--- config.mk ---
export PLATFORM = sky130hd
export DESIGN_NAME = mhpq_cell
export DESIGN_NICKNAME = d
export VERILOG_FILES = /design/src/sv/mhpq_pkg.sv /design/src/sv/mhpq_cell.sv
export SDC_FILE = /design/constraint.sdc
export NUM_CORES = 1
export LEC_CHECK = 0
export BUFFER_PORTS_ARGS = -buffer_cell sky130_fd_sc_hd__buf_2
export CORE_MARGIN = 2
export CORE_UTILIZATION = 49
export CTS_CLUSTER_DIAMETER = 60
export DETAILED_ROUTE_END_ITERATION = 10
export PLACE_DENSITY_LB_ADDON = 0.25
export SYNTH_ARGS = -nofsm -noshare
export SYNTH_HDL_FRONTEND = slang
export SYNTH_SLANG_ARGS = --single-unit
--- constraint.sdc ---
create_clock -name clk -period 5 [get_ports clk]
set_input_delay 0.25 -clock clk [delete_from_list [all_inputs] [get_ports clk]]
set_output_delay 0.25 -clock clk [all_outputs]
set_load 0.005 [all_outputs]
--- src/sv/mhpq_pkg.sv ---
// Shared types and codes for the max-heap priority queue.
package mhpq_pkg;

  localparam int unsigned KEY_W = 32;
  localparam int unsigned CNT_W = 9;

  // Operation codes carried in the request mode field
  localparam logic MODE_INSERT  = 1'b0;
  localparam logic MODE_EXTRACT = 1'b1;

  typedef enum logic [1:0] {
    ST_OK    = 2'd0,
    ST_EMPTY = 2'd1,
    ST_FULL  = 2'd2
  } status_t;

  typedef struct packed {
    logic                    mode;
    logic signed [KEY_W-1:0] key;
  } in_t;

  typedef struct packed {
    logic signed [KEY_W-1:0] max_value;
    logic [1:0]              status;
    logic [CNT_W-1:0]        entry_count;
  } out_t;

  // One slot of the sorted chain
  typedef struct packed {
    logic                    vld;
    logic signed [KEY_W-1:0] key;
  } slot_t;

  // Broadcast control for every cell of the chain
  typedef struct packed {
    logic                    ins;
    logic                    ext;
    logic signed [KEY_W-1:0] key;
  } cell_ctl_t;

endpackage

--- src/sv/mhpq_cell.sv ---
// One cell of the sorted key chain: holds a slot and trades it with its neighbors.
module mhpq_cell (
  input  logic               clk,
  input  logic               rst_n,
  input  mhpq_pkg::cell_ctl_t ctl,
  input  logic               left_take,
  input  mhpq_pkg::slot_t    left_slot,
  input  mhpq_pkg::slot_t    right_slot,
  output logic               take,
  output mhpq_pkg::slot_t    slot
);

  logic                              vld_r;
  logic                              vld_nxt;
  logic signed [mhpq_pkg::KEY_W-1:0] key_r;
  logic signed [mhpq_pkg::KEY_W-1:0] key_nxt;

  // Claim this place for the new key when empty or holding a smaller key
  always_comb begin
    take = ctl.ins && (!vld_r || (ctl.key > key_r));
  end

  // Shift left on extract; on insert shift right below the new key
  always_comb begin
    vld_nxt = vld_r;
    key_nxt = key_r;
    if (ctl.ext) begin
      vld_nxt = right_slot.vld;
      key_nxt = right_slot.key;
    end else if (take) begin
      if (left_take) begin
        vld_nxt = left_slot.vld;
        key_nxt = left_slot.key;
      end else begin
        vld_nxt = 1'b1;
        key_nxt = ctl.key;
      end
    end
  end

  always_ff @(posedge clk) begin
    if (!rst_n) begin
      vld_r <= 1'b0;
    end else begin
      vld_r <= vld_nxt;
    end
  end

  always_ff @(posedge clk) begin
    key_r <= key_nxt;
  end

  assign slot.vld = vld_r;
  assign slot.key = key_r;

endmodule

==> metrics.cfg <==
[run_status]
run_status = completed

[clock_tree]
cts_root_buffer = clkbuf_8
postCtsHoldBufs = 0
cts-root-to-sink-buffers = 2
clk-insertion-delay-late_ns = 0.28
post-cts-setup-buffers = 0
clock_sink_count = 33
clk_pin_slew_worst_paths_ns = 0.07
numCtsBuffers = 5
cts_tree = yes
cts_repair_resizes = 0
clock_tree.htree_level_count = 2

[pwr]
internal_power_mw = 0.584
report.power.total_mw = 0.845
switching_share_pct = 31.0
share_comb_of_total_power_pct = 33.3
leakage_power_nw = 1.77
share_of_power_burned_in_registers_pct = 43.8
clock_share_of_power_pct = 22.9
ir_drop_uv = 171
power-per-cell-area_mw_per_mm2 = 249
power.net_switching_mw = 0.262

[sta]
final-max-slew-violation-count = 0
final.setup.tns_ns = 0
rsz0062_at_grt = no
worstMarginPinSlew_ns = 1.08
post_route_clock_period_utilization_pct = 65.9
timing.clock.skew_ns = 0.00584
slew-limit-headroom_pct = 28.0
report.final.setup_viol = 0
min_hold_slack_ns = 0.244
finalCriticalPeriod_ns = 3.29
achievable-frequency_mhz = 304
finalHoldViolations = 0

[placed_design]
dpl-instance-area_mm2 = 0.00331
routabilityCongestion = 0.781
portBuffers = 136
hpwlAfterDp_um = 4860
placed_cells = 465

[floorplan]
chipWidth_um = 76.7
floorplan.die.height_um = 76.7
floorplan.initialDensity_pct = 50.7
std_cell_rows = 26
core-area_mm2 = 0.00511
floorplan.io_pins = 137
floorplan.die_area_mm2 = 0.00589

[worst_hold_path]
min_delay_worst_endpoint = key_r[29]$_DFFE_PP_
min_path_cells = 3
hp-class = primary input to flip-flop
worst_hold_startpoint = right_slot[29]

[route]
length_of_the_first_detailed_routing_pass_in_iterations = 4
vias = 2400
totalWireLength_um = 6050
ant_nets = 0
route.detailed.vias_per_inst = 5.07
route.detailed.drc = 0
drt-wirelength-per-cell_um = 12.8
drt_first_iter_violations = 53

[synth]
postSynthRegisterBits = 33
yosysWarningCount = 0
yosysSeqAreaShare_pct = 37.9
syn-num-nets = 405
synth_area_per_cell_um2 = 9.60
netlist-cell-type-count = 35
syn-instance-count = 270
syn-cell-area_mm2 = 0.00259

[worst_setup_path]
cp_max_fo = 17
r2r_start = key_r[15]$_DFFE_PP_
worst_ep_required_time_ns = 5.02
regToRegEndpoint = key_r[18]$_DFFE_PP_
cp-end-kind = flip-flop
crit_arrival_ns = 3.31
timing.setup.critical_path_class = flip-flop to flip-flop
cp-start-kind = flip-flop
ff2ff_setup_slack_ns = 1.71
cp-startpoint = key_r[15]$_DFFE_PP_
worst_r2r_path_depth = 8

[cells_and_area]
fill_cells = 417
antenna-diode-count = 0
net_count_final = 537
finish.instance_area_mm2 = 0.00339
layout.area.seq_um2 = 981
syn_to_final_growth_pct = 31.0
layout.cells.non_filler = 473
fraction_of_layout_instances_using_a_drive_strength_above_1_pct = 36.7
area_occupied_by_multi_input_gates_mm2 = 0.00143

[global_route]
grt_pass1_vias = 2412
first_pass_grt_wire_length_um = 10200
grt_antenna_before_repair = 0
grt_start_max_net_pins = 69
globalRouteOverflowTotal = 0
track_usage_pct = 21.2

[job]
timing.max_cap.violations = 0

[state kept, by name (all words and copies together) (netlist names)]
signal	cells
key_r	32
vld_r	1
[cell type report]
cell class / count / share of cell area [%]
Multi-Input combinational cell: 192 / 42.2
Inverter: 33 / 3.65
Tap cell: 70 / 2.58
Timing Repair Buffer: 137 / 20.3
Sequential cell: 33 / 28.9
Clock buffer: 8 / 2.36
[power groups by stage]
stage / Clock (mW) / Combinational, mW / Sequential, mW
global route: 0.207 / 0.321 / 0.376
detailed placement: 0 / 0.284 / 0.376
global placement: 0 / 0.276 / 0.374
finish: 0.194 / 0.282 / 0.370
CTS: 0.200 / 0.286 / 0.370
floorplan: 0 / 0.161 / 0.381
[worst max-delay path, stage by stage, from the launching register on]
cell	delay, ns
edfxtp_1	0.35
inv_1	0.05
ha_1	0.30
nand4_1	0.19
nor4_1	0.43
a21boi_2	0.14
a32oi_1	0.26
nand4b_1	0.79
buf_4	0.53
[through the flow]
| step | setup WS (ns) | util [%] |
|---|---|---|
| 2_1_floorplan | 1.84 | - |
| 3_3_place_gp | 1.80 | 64.9 |
| 3_5_place_dp | 1.65 | 64.9 |
| 4_1_cts | 1.65 | 66.5 |
| 5_1_grt | 1.43 | 66.5 |
| 6_report | 1.71 | 66.5 |
[cells by family after synthesis]
family                     synth area share, %
and+or+nand+nor                           13.9
DFF                                       37.9
adders and majority gates                 15.5
AOI/OAI and AO/OA                         13.7
buffers and inverters                     6.81
muxes                                     12.4
[cells in the mapped netlist (all sizes together)]
library cell | n | area share (%)
nand3b | 2 | 0.58
nand4b | 1 | 0.34
a211oi | 1 | 0.29
a221oi | 1 | 0.58
dfxtp | 1 | 0.77
mux2i | 32 | 12
a21o | 2 | 0.58
o31ai | 1 | 0.29
ha | 32 | 15
a32oi | 1 | 0.34
edfxtp | 32 | 37
nand2 | 41 | 5.9
a21oi | 13 | 2.5
nor2 | 2 | 0.39
nand3 | 6 | 1.2
or3b | 1 | 0.34
buf | 5 | 1.0
o211ai | 2 | 0.58
inv | 33 | 4.8
clkbuf | 7 | 1.0
o41a | 1 | 0.43
and3 | 2 | 0.48
a2111oi | 1 | 0.34
nor4 | 2 | 1.1
nand4 | 8 | 3.1
nor2b | 2 | 0.48
o21ai | 36 | 7.0
a2bb2oi | 1 | 0.34
a21boi | 1 | 0.43
[worst max-delay path by stage]
stage / end / slack (ns) / cells after the start
2_1_floorplan: key_r[0]$_DFFE_PP_ / 1.84 / 8
6_report: key_r[18]$_DFFE_PP_ / 1.71 / 8
3_5_place_dp: key_r[30]$_DFFE_PP_ / 1.65 / 9
4_1_cts: key_r[27]$_DFFE_PP_ / 1.65 / 9
5_1_grt: key_r[27]$_DFFE_PP_ / 1.43 / 8
3_3_place_gp: key_r[30]$_DFFE_PP_ / 1.80 / 9
[cells in the final DEF (no fill, tap or decap), types with 3 or more instances in the layout]
cell	instances
buf_2	136
nand2_1	41
o21ai_1	34
inv_1	33
mux2i_1	32
ha_1	32
edfxtp_1	32
a21oi_1	13
nand3_1	6
nand4_1	6
clkbuf_8	5
clkbuf_1	3
[layer usage]
layer	wire length [um]	global-route usage (%)	up-vias
met5	0	0	-
met4	52	4.73	0
met3	438	5.88	6
met2	3040	39.2	90
met1	2530	24.3	1064
li1	-	-	1240
No activity file was read; power rests on OpenSTA's default activity.
